### src/rtl/cdps_pkg.sv
// ----------------------------------------------------------------------------
// cdps_pkg: shared definitions for the clock divider pair search
// Widths of the rate words and default divider code widths.
// ----------------------------------------------------------------------------
package cdps_pkg;

    localparam int C_RATE_W        = 32;
    localparam int C_PRE_DIV_BITS  = 3;
    localparam int C_POST_DIV_BITS = 6;

    typedef logic [C_RATE_W-1:0] t_rate;

endpackage

### src/rtl/cdps_if.sv
// ----------------------------------------------------------------------------
// cdps_if: valid/ready channels of the clock divider pair search
// Request word (source and target rate) and result word (divider codes).
// ----------------------------------------------------------------------------
interface cdps_in_if
    import cdps_pkg::*;
    ();
    logic  valid;
    logic  ready;
    t_rate src_rate;
    t_rate target_rate;

    modport source (output valid, output src_rate, output target_rate, input ready);
    modport sink   (input valid, input src_rate, input target_rate, output ready);
endinterface

interface cdps_out_if
    import cdps_pkg::*;
    #(
        parameter int PRE_W  = C_PRE_DIV_BITS,
        parameter int POST_W = C_POST_DIV_BITS
    )
    ();
    logic              valid;
    logic              ready;
    logic [PRE_W-1:0]  pre_divider;
    logic [POST_W-1:0] post_divider;
    t_rate             deviation;

    modport source (output valid, output pre_divider, output post_divider,
                    output deviation, input ready);
    modport sink   (input valid, input pre_divider, input post_divider,
                    input deviation, output ready);
endinterface

### src/rtl/cdps_div.sv
// ----------------------------------------------------------------------------
// cdps_div: restoring divider, one quotient bit per cycle
// Divides a rate word by a narrow nonzero divisor; done pulses one cycle.
// ----------------------------------------------------------------------------
module cdps_div
    import cdps_pkg::*;
    #(
        parameter int DIVISOR_W = C_POST_DIV_BITS + 1
    )
    (
        input  logic                 i_clk,
        input  logic                 i_rst_n,
        input  logic                 i_start,
        input  t_rate                i_dividend,
        input  logic [DIVISOR_W-1:0] i_divisor,
        output logic                 o_busy,
        output logic                 o_done,
        output t_rate                o_quotient
    );

    localparam int CNT_W = $clog2(C_RATE_W);
    localparam logic [CNT_W-1:0] CNT_LAST = CNT_W'(C_RATE_W - 1);

    logic                 r_busy;
    logic                 r_done;
    logic [CNT_W-1:0]     r_cnt;
    logic [DIVISOR_W-1:0] r_rem;
    logic [DIVISOR_W-1:0] r_div;
    t_rate                r_quo;

    logic [DIVISOR_W:0]   w_shift;
    logic [DIVISOR_W:0]   w_sub;
    logic                 w_fits;

    // shift in the next dividend bit, subtract where the divisor fits
    assign w_shift = {r_rem, r_quo[C_RATE_W-1]};
    assign w_sub   = w_shift - {1'b0, r_div};
    assign w_fits  = (w_shift >= {1'b0, r_div});

    always_ff @(posedge i_clk) begin
        if (i_start) begin
            r_rem <= '0;
            r_quo <= i_dividend;
            r_div <= i_divisor;
            r_cnt <= '0;
        end else if (r_busy) begin
            r_rem <= w_fits ? w_sub[DIVISOR_W-1:0] : w_shift[DIVISOR_W-1:0];
            r_quo <= {r_quo[C_RATE_W-2:0], w_fits};
            r_cnt <= r_cnt + CNT_W'(1);
        end
        if (!i_rst_n) begin
            r_busy <= 1'b0;
            r_done <= 1'b0;
        end else begin
            r_done <= r_busy && (r_cnt == CNT_LAST);
            if (i_start) begin
                r_busy <= 1'b1;
            end else if (r_busy && (r_cnt == CNT_LAST)) begin
                r_busy <= 1'b0;
            end
        end
    end

    assign o_busy     = r_busy;
    assign o_done     = r_done;
    assign o_quotient = r_quo;

endmodule

### src/rtl/clock_divider_pair_search_top.sv
// ----------------------------------------------------------------------------
// clock_divider_pair_search_top: two-stage clock divider search
// Finds the first pre/post divider pair whose achieved rate lies closest
// to the requested rate, using one shared bit-serial divider.
// ----------------------------------------------------------------------------
//
//  channel  dir  word                                   handshake
//  i_in     in   src_rate, target_rate                  valid / ready
//  o_out    out  pre_divider, post_divider, deviation   valid / ready
//
//  Each division runs through start, 32 quotient bits and done. A full
//  search tries all 8 x 64 pairs on the shared divider: one division per
//  pre-divider code visited and one per pair tried. An exact match ends
//  the search early.
//  Reset: synchronous, active low; clears the sequencer and output valid.
//  Stalls: the result sits in an output register, so the next word is taken
//  while it waits; a finished search holds until that register is free.
//
module clock_divider_pair_search_top
    import cdps_pkg::*;
    #(
        parameter int PRE_DIV_BITS  = C_PRE_DIV_BITS,
        parameter int POST_DIV_BITS = C_POST_DIV_BITS
    )
    (
        input  logic       i_clk,
        input  logic       i_rst_n,
        cdps_in_if.sink    i_in,
        cdps_out_if.source o_out
    );

    // divisor holds code + 1, so one bit wider than the wider code
    localparam int DIV_W = ((PRE_DIV_BITS > POST_DIV_BITS) ? PRE_DIV_BITS
                                                           : POST_DIV_BITS) + 1;

    typedef enum logic [2:0] {
        S_IDLE,
        S_START_PRE,
        S_WAIT_PRE,
        S_START_POST,
        S_WAIT_POST,
        S_CMP,
        S_DONE
    } t_state;

    t_state                   r_state, n_state;
    t_rate                    r_parent, n_parent;
    t_rate                    r_target, n_target;
    t_rate                    r_stage1, n_stage1;
    t_rate                    r_diff, n_diff;
    logic [PRE_DIV_BITS-1:0]  r_pre, n_pre;
    logic [POST_DIV_BITS-1:0] r_post, n_post;
    logic                     r_have_best, n_have_best;
    logic [PRE_DIV_BITS-1:0]  r_best_pre, n_best_pre;
    logic [POST_DIV_BITS-1:0] r_best_post, n_best_post;
    t_rate                    r_best_dev, n_best_dev;
    logic                     r_out_valid, n_out_valid;
    logic [PRE_DIV_BITS-1:0]  r_out_pre, n_out_pre;
    logic [POST_DIV_BITS-1:0] r_out_post, n_out_post;
    t_rate                    r_out_dev, n_out_dev;

    logic                     w_div_start;
    logic                     w_div_busy;
    logic                     w_div_done;
    t_rate                    w_div_quo;
    t_rate                    w_dividend;
    logic [DIV_W-1:0]         w_divisor;
    logic                     w_take;
    t_rate                    w_new_dev;
    logic                     w_out_free;

    // ------------------------------------------------------------------
    // Shared divider: parent / (pre + 1), then stage1 / (post + 1)
    // ------------------------------------------------------------------
    assign w_div_start = (r_state == S_START_PRE) || (r_state == S_START_POST);
    assign w_dividend  = (r_state == S_START_PRE) ? r_parent : r_stage1;
    assign w_divisor   = (r_state == S_START_PRE)
                       ? DIV_W'(r_pre) + DIV_W'(1)
                       : DIV_W'(r_post) + DIV_W'(1);

    cdps_div #(
        .DIVISOR_W (DIV_W)
    ) u_div (
        .i_clk      (i_clk),
        .i_rst_n    (i_rst_n),
        .i_start    (w_div_start),
        .i_dividend (w_dividend),
        .i_divisor  (w_divisor),
        .o_busy     (w_div_busy),
        .o_done     (w_div_done),
        .o_quotient (w_div_quo)
    );

    // first candidate always wins; later ones only on a strictly smaller gap
    assign w_take     = !r_have_best || (r_diff < r_best_dev);
    assign w_new_dev  = w_take ? r_diff : r_best_dev;
    assign w_out_free = !r_out_valid || o_out.ready;

    // ------------------------------------------------------------------
    // Sequencer
    // ------------------------------------------------------------------
    always_comb begin
        n_state     = r_state;
        n_parent    = r_parent;
        n_target    = r_target;
        n_stage1    = r_stage1;
        n_diff      = r_diff;
        n_pre       = r_pre;
        n_post      = r_post;
        n_have_best = r_have_best;
        n_best_pre  = r_best_pre;
        n_best_post = r_best_post;
        n_best_dev  = r_best_dev;
        n_out_pre   = r_out_pre;
        n_out_post  = r_out_post;
        n_out_dev   = r_out_dev;
        // drop the result once the sink takes it
        n_out_valid = r_out_valid && !o_out.ready;

        unique case (r_state)
            S_IDLE: begin
                if (i_in.valid) begin
                    n_parent    = i_in.src_rate;
                    n_target    = i_in.target_rate;
                    n_pre       = '0;
                    n_have_best = 1'b0;
                    n_state     = S_START_PRE;
                end
            end
            S_START_PRE: begin
                n_state = S_WAIT_PRE;
            end
            S_WAIT_PRE: begin
                if (w_div_done) begin
                    n_stage1 = w_div_quo;
                    n_post   = '0;
                    n_state  = S_START_POST;
                end
            end
            S_START_POST: begin
                n_state = S_WAIT_POST;
            end
            S_WAIT_POST: begin
                if (w_div_done) begin
                    n_diff  = (w_div_quo > r_target) ? (w_div_quo - r_target)
                                                     : (r_target - w_div_quo);
                    n_state = S_CMP;
                end
            end
            S_CMP: begin
                if (w_take) begin
                    n_have_best = 1'b1;
                    n_best_pre  = r_pre;
                    n_best_post = r_post;
                    n_best_dev  = r_diff;
                end
                // advance post code, then pre code; stop on an exact match or after the last pair
                priority if (w_new_dev == '0) begin
                    n_state = S_DONE;
                end else if (r_post != '1) begin
                    n_post  = r_post + POST_DIV_BITS'(1);
                    n_state = S_START_POST;
                end else if (r_pre != '1) begin
                    n_pre   = r_pre + PRE_DIV_BITS'(1);
                    n_state = S_START_PRE;
                end else begin
                    n_state = S_DONE;
                end
            end
            S_DONE: begin
                // hold until the output register is free
                if (w_out_free) begin
                    n_out_valid = 1'b1;
                    n_out_pre   = r_best_pre;
                    n_out_post  = r_best_post;
                    n_out_dev   = r_best_dev;
                    n_state     = S_IDLE;
                end
            end
            default: begin
                n_state = S_IDLE;
            end
        endcase
    end

    always_ff @(posedge i_clk) begin
        r_parent    <= n_parent;
        r_target    <= n_target;
        r_stage1    <= n_stage1;
        r_diff      <= n_diff;
        r_pre       <= n_pre;
        r_post      <= n_post;
        r_have_best <= n_have_best;
        r_best_pre  <= n_best_pre;
        r_best_post <= n_best_post;
        r_best_dev  <= n_best_dev;
        r_out_pre   <= n_out_pre;
        r_out_post  <= n_out_post;
        r_out_dev   <= n_out_dev;
        if (!i_rst_n) begin
            r_state     <= S_IDLE;
            r_out_valid <= 1'b0;
        end else begin
            r_state     <= n_state;
            r_out_valid <= n_out_valid;
        end
    end

    assign i_in.ready         = (r_state == S_IDLE);
    assign o_out.valid        = r_out_valid;
    assign o_out.pre_divider  = r_out_pre;
    assign o_out.post_divider = r_out_post;
    assign o_out.deviation    = r_out_dev;

    // ------------------------------------------------------------------
    // Assertions
    // ------------------------------------------------------------------
    a_no_restart: assert property (@(posedge i_clk) disable iff (!i_rst_n)
        w_div_start |-> !w_div_busy)
        else $error("divider started while busy");

    a_done_to_cmp: assert property (@(posedge i_clk) disable iff (!i_rst_n)
        (r_state == S_WAIT_POST && w_div_done) |=> (r_state == S_CMP))
        else $error("post quotient not compared");

    a_best_monotone: assert property (@(posedge i_clk) disable iff (!i_rst_n)
        (r_state == S_CMP && r_have_best) |=> (r_best_dev <= $past(r_best_dev)))
        else $error("best deviation grew");

    a_done_has_best: assert property (@(posedge i_clk) disable iff (!i_rst_n)
        (r_state == S_DONE) |-> r_have_best)
        else $error("search finished without a candidate");

endmodule

### src/flat_wrapper.sv
// flat-port wrapper written by rule: the top's interface ports become plain ports
module clock_divider_pair_search_top_flat import cdps_pkg::*;
#(
        parameter int PRE_DIV_BITS  = C_PRE_DIV_BITS,
        parameter int POST_DIV_BITS = C_POST_DIV_BITS
    )
  (i_clk, i_rst_n, i_in_valid, i_in_src_rate, i_in_target_rate, i_in_ready, o_out_valid, o_out_pre_divider, o_out_post_divider, o_out_deviation, o_out_ready);
  cdps_in_if i_in_i ();
  cdps_out_if o_out_i ();
  input  logic i_clk;
  input  logic i_rst_n;
  input wire logic [$bits(i_in_i.valid)-1:0] i_in_valid;
  input wire logic [$bits(i_in_i.src_rate)-1:0] i_in_src_rate;
  input wire logic [$bits(i_in_i.target_rate)-1:0] i_in_target_rate;
  output wire logic [$bits(i_in_i.ready)-1:0] i_in_ready;
  output wire logic [$bits(o_out_i.valid)-1:0] o_out_valid;
  output wire logic [$bits(o_out_i.pre_divider)-1:0] o_out_pre_divider;
  output wire logic [$bits(o_out_i.post_divider)-1:0] o_out_post_divider;
  output wire logic [$bits(o_out_i.deviation)-1:0] o_out_deviation;
  input wire logic [$bits(o_out_i.ready)-1:0] o_out_ready;
  assign i_in_i.valid = i_in_valid;
  assign i_in_i.src_rate = i_in_src_rate;
  assign i_in_i.target_rate = i_in_target_rate;
  assign i_in_ready = i_in_i.ready;
  assign o_out_valid = o_out_i.valid;
  assign o_out_pre_divider = o_out_i.pre_divider;
  assign o_out_post_divider = o_out_i.post_divider;
  assign o_out_deviation = o_out_i.deviation;
  assign o_out_i.ready = o_out_ready;
  clock_divider_pair_search_top #(.PRE_DIV_BITS(PRE_DIV_BITS), .POST_DIV_BITS(POST_DIV_BITS)) u_core (.i_clk(i_clk), .i_rst_n(i_rst_n), .i_in(i_in_i), .o_out(o_out_i));
endmodule
### config.mk
export PLATFORM = sky130hd
export DESIGN_NAME = clock_divider_pair_search_top_flat
export DESIGN_NICKNAME = d
export VERILOG_FILES = /design/src/rtl/cdps_pkg.sv /design/src/rtl/cdps_if.sv /design/src/rtl/cdps_div.sv /design/src/rtl/clock_divider_pair_search_top.sv /design/src/flat_wrapper.sv
export SDC_FILE = /design/constraint.sdc
export NUM_CORES = 1
export LEC_CHECK = 0
export ABC_CLOCK_PERIOD_IN_PS = 10500
export BUFFER_PORTS_ARGS = -buffer_cell sky130_fd_sc_hd__buf_2
export CAP_MARGIN = 20
export CORE_UTILIZATION = 30
export CTS_BUF_LIST = sky130_fd_sc_hd__clkbuf_4
export DETAILED_ROUTE_END_ITERATION = 7
export HOLD_SLACK_MARGIN = 0.12
export PLACE_DENSITY = 0.44
export SLEW_MARGIN = 40
export SYNTH_ARGS = -nofsm -noshare
export SYNTH_HDL_FRONTEND = slang
export SYNTH_SLANG_ARGS = --single-unit
### constraint.sdc
create_clock -name i_clk -period 10.5 [get_ports i_clk]
set_clock_uncertainty 0.1 [all_clocks]
set_input_delay 3.15 -clock i_clk [delete_from_list [all_inputs] [get_ports i_clk]]
set_output_delay 3.15 -clock i_clk [all_outputs]
set_load 0.005 [all_outputs]
# --- Word level (Yosys, flattened, before mapping) ---
# Cells that the tools add are included.
word_totals:
  register_bits: 277
  inputBits: 68
op_classes:
  eq_ne: 18
  muxes: 31
  add_sub_neg: 8
  order_cmp: 3
  reduce_logical: 23
op_table:
  columns: ["cell", "n"]
  rows:
  - ["$mux W32", 5]
  - ["$sub A32 B32 Y32", 2]
  - ["$mux W3", 11]
  - ["$gt A32 B32 Y1", 1]
  - ["$logic_not A32 Y1", 1]
  - ["$lt A32 B32 Y1", 1]
  - ["$pmux W3 S7", 1]
  - ["$mux W6", 3]
  - ["$mux W7", 2]
  - ["$pmux W6 S2", 1]
  - ["$ne A2 B2 Y1 const B", 5]
  - ["$reduce_and A2 Y1", 5]
  - ["$eq A3 B3 Y1 const B", 3]
  - ["$ge A8 B7 Y1", 1]
  - ["$ne A2 B1 Y1 const B", 4]
  - ["$reduce_and A4 Y1", 2]
  - ["$reduce_bool A2 Y1", 4]
  - ["$add A6 B1 Y7 const B", 1]
  - ["$sub A7 B7 Y7", 1]
  - ["$add A6 B1 Y6 const B", 1]
  - ["$eq A3 B2 Y1 const B", 2]
  - ["$mux W1", 6]
  - ["$ne A6 B6 Y1 const B", 1]
  - ["$pmux W3 S2", 1]
  - ["other kinds (13)", 18]

# --- Depth between registers and ports, before layout ---
depth:
  ltp_word: 6
  depth_mapped: 15
  ltp_nobuf: 12

# --- By module ---
# From an unflattened synthesis, not the netlist that was laid out.
unflattened:
  cells_unflattened: 1228
  area_unflattened_um2: 14936.8
by_module_without_submodules:
  columns: ["mod", "cells_per_inst", "area_each_um2", "n_inst"]
  rows:
  - ["clock_divider_pair_search_top", 1037, 12434.4, 1]
  - ["cdps_div", 191, 2502.4, 1]

# --- Worst setup path before layout ---
# OpenSTA, ideal clock, no wires.
synth_timing:
  path_type: "input-to-reg"
  startpoint: "input i_in_valid"
  endpoint: "register u_core.r_parent[0], enable pin"
  arrival_ns: 4.490
  cell_stages: 2
  slack_ns: 5.492
  setup_time_ns: 0.418
  n_path_buf: 0
  path_cell_list: "nand2_1 inv_1"
synth_via:
  elab_chain_cells: 1
synth_lines:
  columns: ["element", "line", "text"]
  rows:
  - ["start: declaration", "flat_wrapper.sv:12", "input wire logic [$bits(i_in_i.valid)-1:0] i_in_valid;"]
  - ["$reduce_and A2 Y1 (no line)", null, null]
  - ["end signal: assignment", "clock_divider_pair_search_top.sv:187", "r_parent <= n_parent;"]
  - ["end: declaration", "clock_divider_pair_search_top.sv:47", "t_rate r_parent, n_parent;"]
# Every way passes these cells.
# A chain may end at the register's enable or synchronous reset.

# --- Final worst setup path ---
layout_timing:
  startpoint: "register u_core.r_state[1]"
  endpoint: "output i_in_ready"
layout_via:
  elab_chain_cells: 1
layout_lines:
  columns: ["element", "line", "text"]
  rows:
  - ["start: declaration", "clock_divider_pair_search_top.sv:46", "t_state r_state, n_state;"]
  - ["start signal: assignment", "clock_divider_pair_search_top.sv:204", "r_state <= n_state;"]
  - ["$logic_not A3 Y1", "clock_divider_pair_search_top.sv:209", "assign i_in.ready = (r_state == S_IDLE);"]
  - ["end: declaration", "flat_wrapper.sv:15", "output wire logic [$bits(i_in_i.ready)-1:0] i_in_ready;"]
# Every way passes these cells.

==> summary.md <==
| Metric | Value |
|---|---|
| Syn avg cell area | `11.8 sq um` |
| Worst r2r src | `u_core.u_div.o_quotient[0]$_DFFE_PP_` |
| Total track usage | `13.9%` |
| TritonCTS clock tree | `yes` |
| R2R setup slack | `6.49 ns` |
| Routed vias/inst | `4.68` |
| Final ANT Viol Nets | `0` |
| Mapped Area | `14,700 sq um` |
| Worst setup EP type | `primary output` |
| Status | `finished clean` |
| Initial Util | `30.6%` |
| Global-route wire length before repair | `54,500 um` |
| CTS sink count | `277` |
| Clk Tree Root Cell | `clkbuf_4` |
| Routed len/inst | `16.2 um` |
| Critical path peak fanout | `46` |
| Vias in the first global route | `9,943` |
| MaxCap Viol Count | `0` |
| CTS Buf Count | `81` |
| Pins Over Slew Limit | `0` |
| Drt initial violations | `451` |
| Clock latency on the worst-skew pair | `0.83 ns` |
| Worst Slack Setup Final | `5.14 ns` |
| Post-place setup slack | `5.78 ns` |
| Critical path data arrival time | `2.11 ns` |
| Worst EP required | `7.25 ns` |
| Fmax | `186 MHz` |
| Period utilisation layout | `51.1%` |
| Die W | `224 um` |
| Total Neg Setup Slack | `0 ns` |
| Die height | `224 um` |
| Hold_buf cts | `0` |
| Clk buf depth | `3` |
| Tmin final | `5.36 ns` |
| Post-synth EDFFs | `259` |
| Syn. warnings | `0` |
| Final HPWL DP | `24,200 um` |
| RSZ-0062 raised after global routing | `false` |
| Clock slew at reported path FFs | `0.06 ns` |
| Mapped Nets | `1,426` |
| Final Instance Count excl. Fillers | `2,108` |
| Sequential area share after synthesis | `55.2%` |
| Largest net degree at the start of global routing | `71` |
| Leak | `6.78 nW` |
| Reg2Reg Capture Point | `u_core.r_diff[31]$_DFFE_PP_` |
| CP Launch Type | `flop` |
| Initial antenna violation count | `1` |
| Cell taking the most area after synthesis | `edfxtp_1` |
| Final net count | `1,573` |
| Setup Viol. Count Final | `0` |
| Hold Crit Class | `reg2reg` |
| R2R depth | `13` |
| Synth top area cells | `edfxtp_1, ha_1, inv_1, mux2i_1, a21oi_1` |
| Capture point of the worst path | `i_in_ready` |
| Worst slew margin | `48.5%` |
| CP Launch Point | `u_core.r_state[1]$_SDFFE_PN0P_` |
| Die area | `50,000 sq um` |
| Core ar. | `48,100 sq um` |
| DRT Pass-1 Iters | `7` |
| Total grt overflow | `0` |
| Fin Hold WS | `0.319 ns` |
| H-tree depth | `3` |
| DRC Markers | `0` |
| Post-cts gate resize count | `0` |
| Post-CTS Setup Inserts | `0` |
| Syn-to-layout area delta | `14.8%` |
| Ports | `111` |
| Worst-margin pin slew | `0.773 ns` |
| Fin. Hold Viols | `0` |
| # fillers | `4,849` |
| GPL Wtd Cong | `0.851` |
| P per Cell Area | `180 nW/um^2` |
| Post-Syn Instances | `1,249` |
| Distinct cells, synth | `65` |
| Drt total wl | `34,100 um` |
| Main synth FF type | `edfxtp_1` |
| # rows | `80` |
| Multi-input logic area | `5860 sq um` |
| Share of the synthesized area in the top cell type | `52.7%` |
| Maximum vdd ir drop | `59.7 uV` |
| Port Buf Inserts | `110` |
| Sequential cell area | `8140 sq um` |
| Via count | `9,872` |
| Layout cells sized above 1 | `21.6%` |
| Synth Register Bits | `277` |
| Critical path type | `reg2out` |
| Share of flip-flops with an asynchronous set or reset | `0%` |
| Placed cells | `1,969` |
-- cells by family after synthesis --
| family | Yosys count | synth area share, % |
|---|---|---|
| flip-flops | 277 | 55.2 |
| AND/OR/NAND/NOR | 269 | 9.02 |
| buffers and inverters | 176 | 5.21 |
| adder cells (fa/ha/maj) | 109 | 9.40 |
| XOR/XNOR | 40 | 2.38 |
| multiplexers | 81 | 5.83 |
| AO/OA/AOI/OAI | 297 | 13.0 |
-- final cells by class --
class / instances / area share [%]
sequential: 277 / 48.1
antenna: 1 / 0.0148
clock buffer: 119 / 5.28
multi-input combinational: 796 / 34.6
timing repair buffer: 120 / 3.72
tap: 656 / 4.85
inverter: 120 / 2.66
clock inverter: 19 / 0.732
-- registers in the layout, summed over array words and instances, names as in the netlist, 7 cells and up --
signal and count:
u_core.o_out.deviation 32, u_core.r_best_dev 32, u_core.r_diff 32, u_core.r_parent 32
u_core.r_stage1 32, u_core.r_target 32, u_core.u_div.o_quotient 32, u_core.u_div.r_div 7
u_core.u_div.r_rem 7
-- worst min-delay path by stage --
stage / start / to / slack, ns / depth (start not counted)
after floorplan: u_core.r_best_post[0]$_DFFE_PP_ / u_core.o_out.post_divider[0]$_DFFE_PP_ / 0.30 / 0
after global placement: u_core.r_best_post[3]$_DFFE_PP_ / u_core.o_out.post_divider[3]$_DFFE_PP_ / 0.30 / 0
after detailed placement: u_core.r_best_post[3]$_DFFE_PP_ / u_core.o_out.post_divider[3]$_DFFE_PP_ / 0.31 / 0
after CTS: u_core.r_best_post[3]$_DFFE_PP_ / u_core.o_out.post_divider[3]$_DFFE_PP_ / 0.32 / 0
after global routing: u_core.r_best_post[5]$_DFFE_PP_ / u_core.o_out.post_divider[5]$_DFFE_PP_ / 0.32 / 0
final: u_core.r_best_post[3]$_DFFE_PP_ / u_core.o_out.post_divider[3]$_DFFE_PP_ / 0.32 / 0
-- power by group --
part	internal, W	total, W	switching (W)	leakage (nW)
combinational	0.000264	0.000681	0.000417	3.62
clock	0.000543	0.00101	0.000470	0.606
sequential	0.00130	0.00135	0.0000508	2.55
total	0.00211	0.00305	0.000938	6.78
-- Yosys cell counts, types with 6 or more instances --
library cell / number
a21oi_1: 85
inv_1: 120
buf_4: 8
nor3_1: 17
ha_1: 106
nor2b_1: 15
xnor2_1: 24
clkbuf_1: 20
nand2b_1: 15
edfxtp_1: 259
dfxtp_1: 18
o21bai_1: 13
o21a_1: 6
nand3_1: 10
mux2_2: 35
nor4_1: 16
o21ai_0: 84
a21o_1: 35
buf_2: 19
o211ai_1: 11
xor2_1: 16
mux2i_1: 45
a211oi_1: 10
and3_1: 10
nor2_1: 69
a31oi_1: 8
nand2_1: 72
buf_6: 7
nand4_1: 30
-- critical path, cell delays in order, from the launching register on --
cell     delay, ns
dfxtp_2       0.31
buf_4         0.58
nor3_1        0.19
buf_2         0.18
-- per-layer routing --
metal | global-route usage, % | part of all wire [%] | wire, um
met1 | 19.3 | 50 | 16900
met2 | 20.7 | 43 | 14800
met3 | 3.21 | 4.7 | 1590
met4 | 6.14 | 2.2 | 765
met5 | 0 | 0 | 0
-- metrics by stage --
stage / utilization (%) / power [W] / cell area, sq um
finish: 35.1 / 0.00305 / 16900
global route: 35.1 / 0.00325 / 16900
CTS: 35.1 / 0.00311 / 16900
detailed placement: 33.0 / 0.00206 / 15900
global placement: 33.0 / 0.00206 / 15900
floorplan: - / 0.00189 / 14700
-- layout by cell type, fill, tap and decap left out, drive strengths merged, types with 16 or more instances in the layout --
cell,count
a21o,35
a21oi,89
buf,120
clkbuf,119
clkinv,17
dfxtp,18
edfxtp,259
ha,106
inv,121
mux2,36
mux2i,45
nand2,73
nand4,30
nor2,69
nor3,17
nor4,16
o21ai,89
xnor2,24
xor2,16
Power figures use the tool's default switching activity.
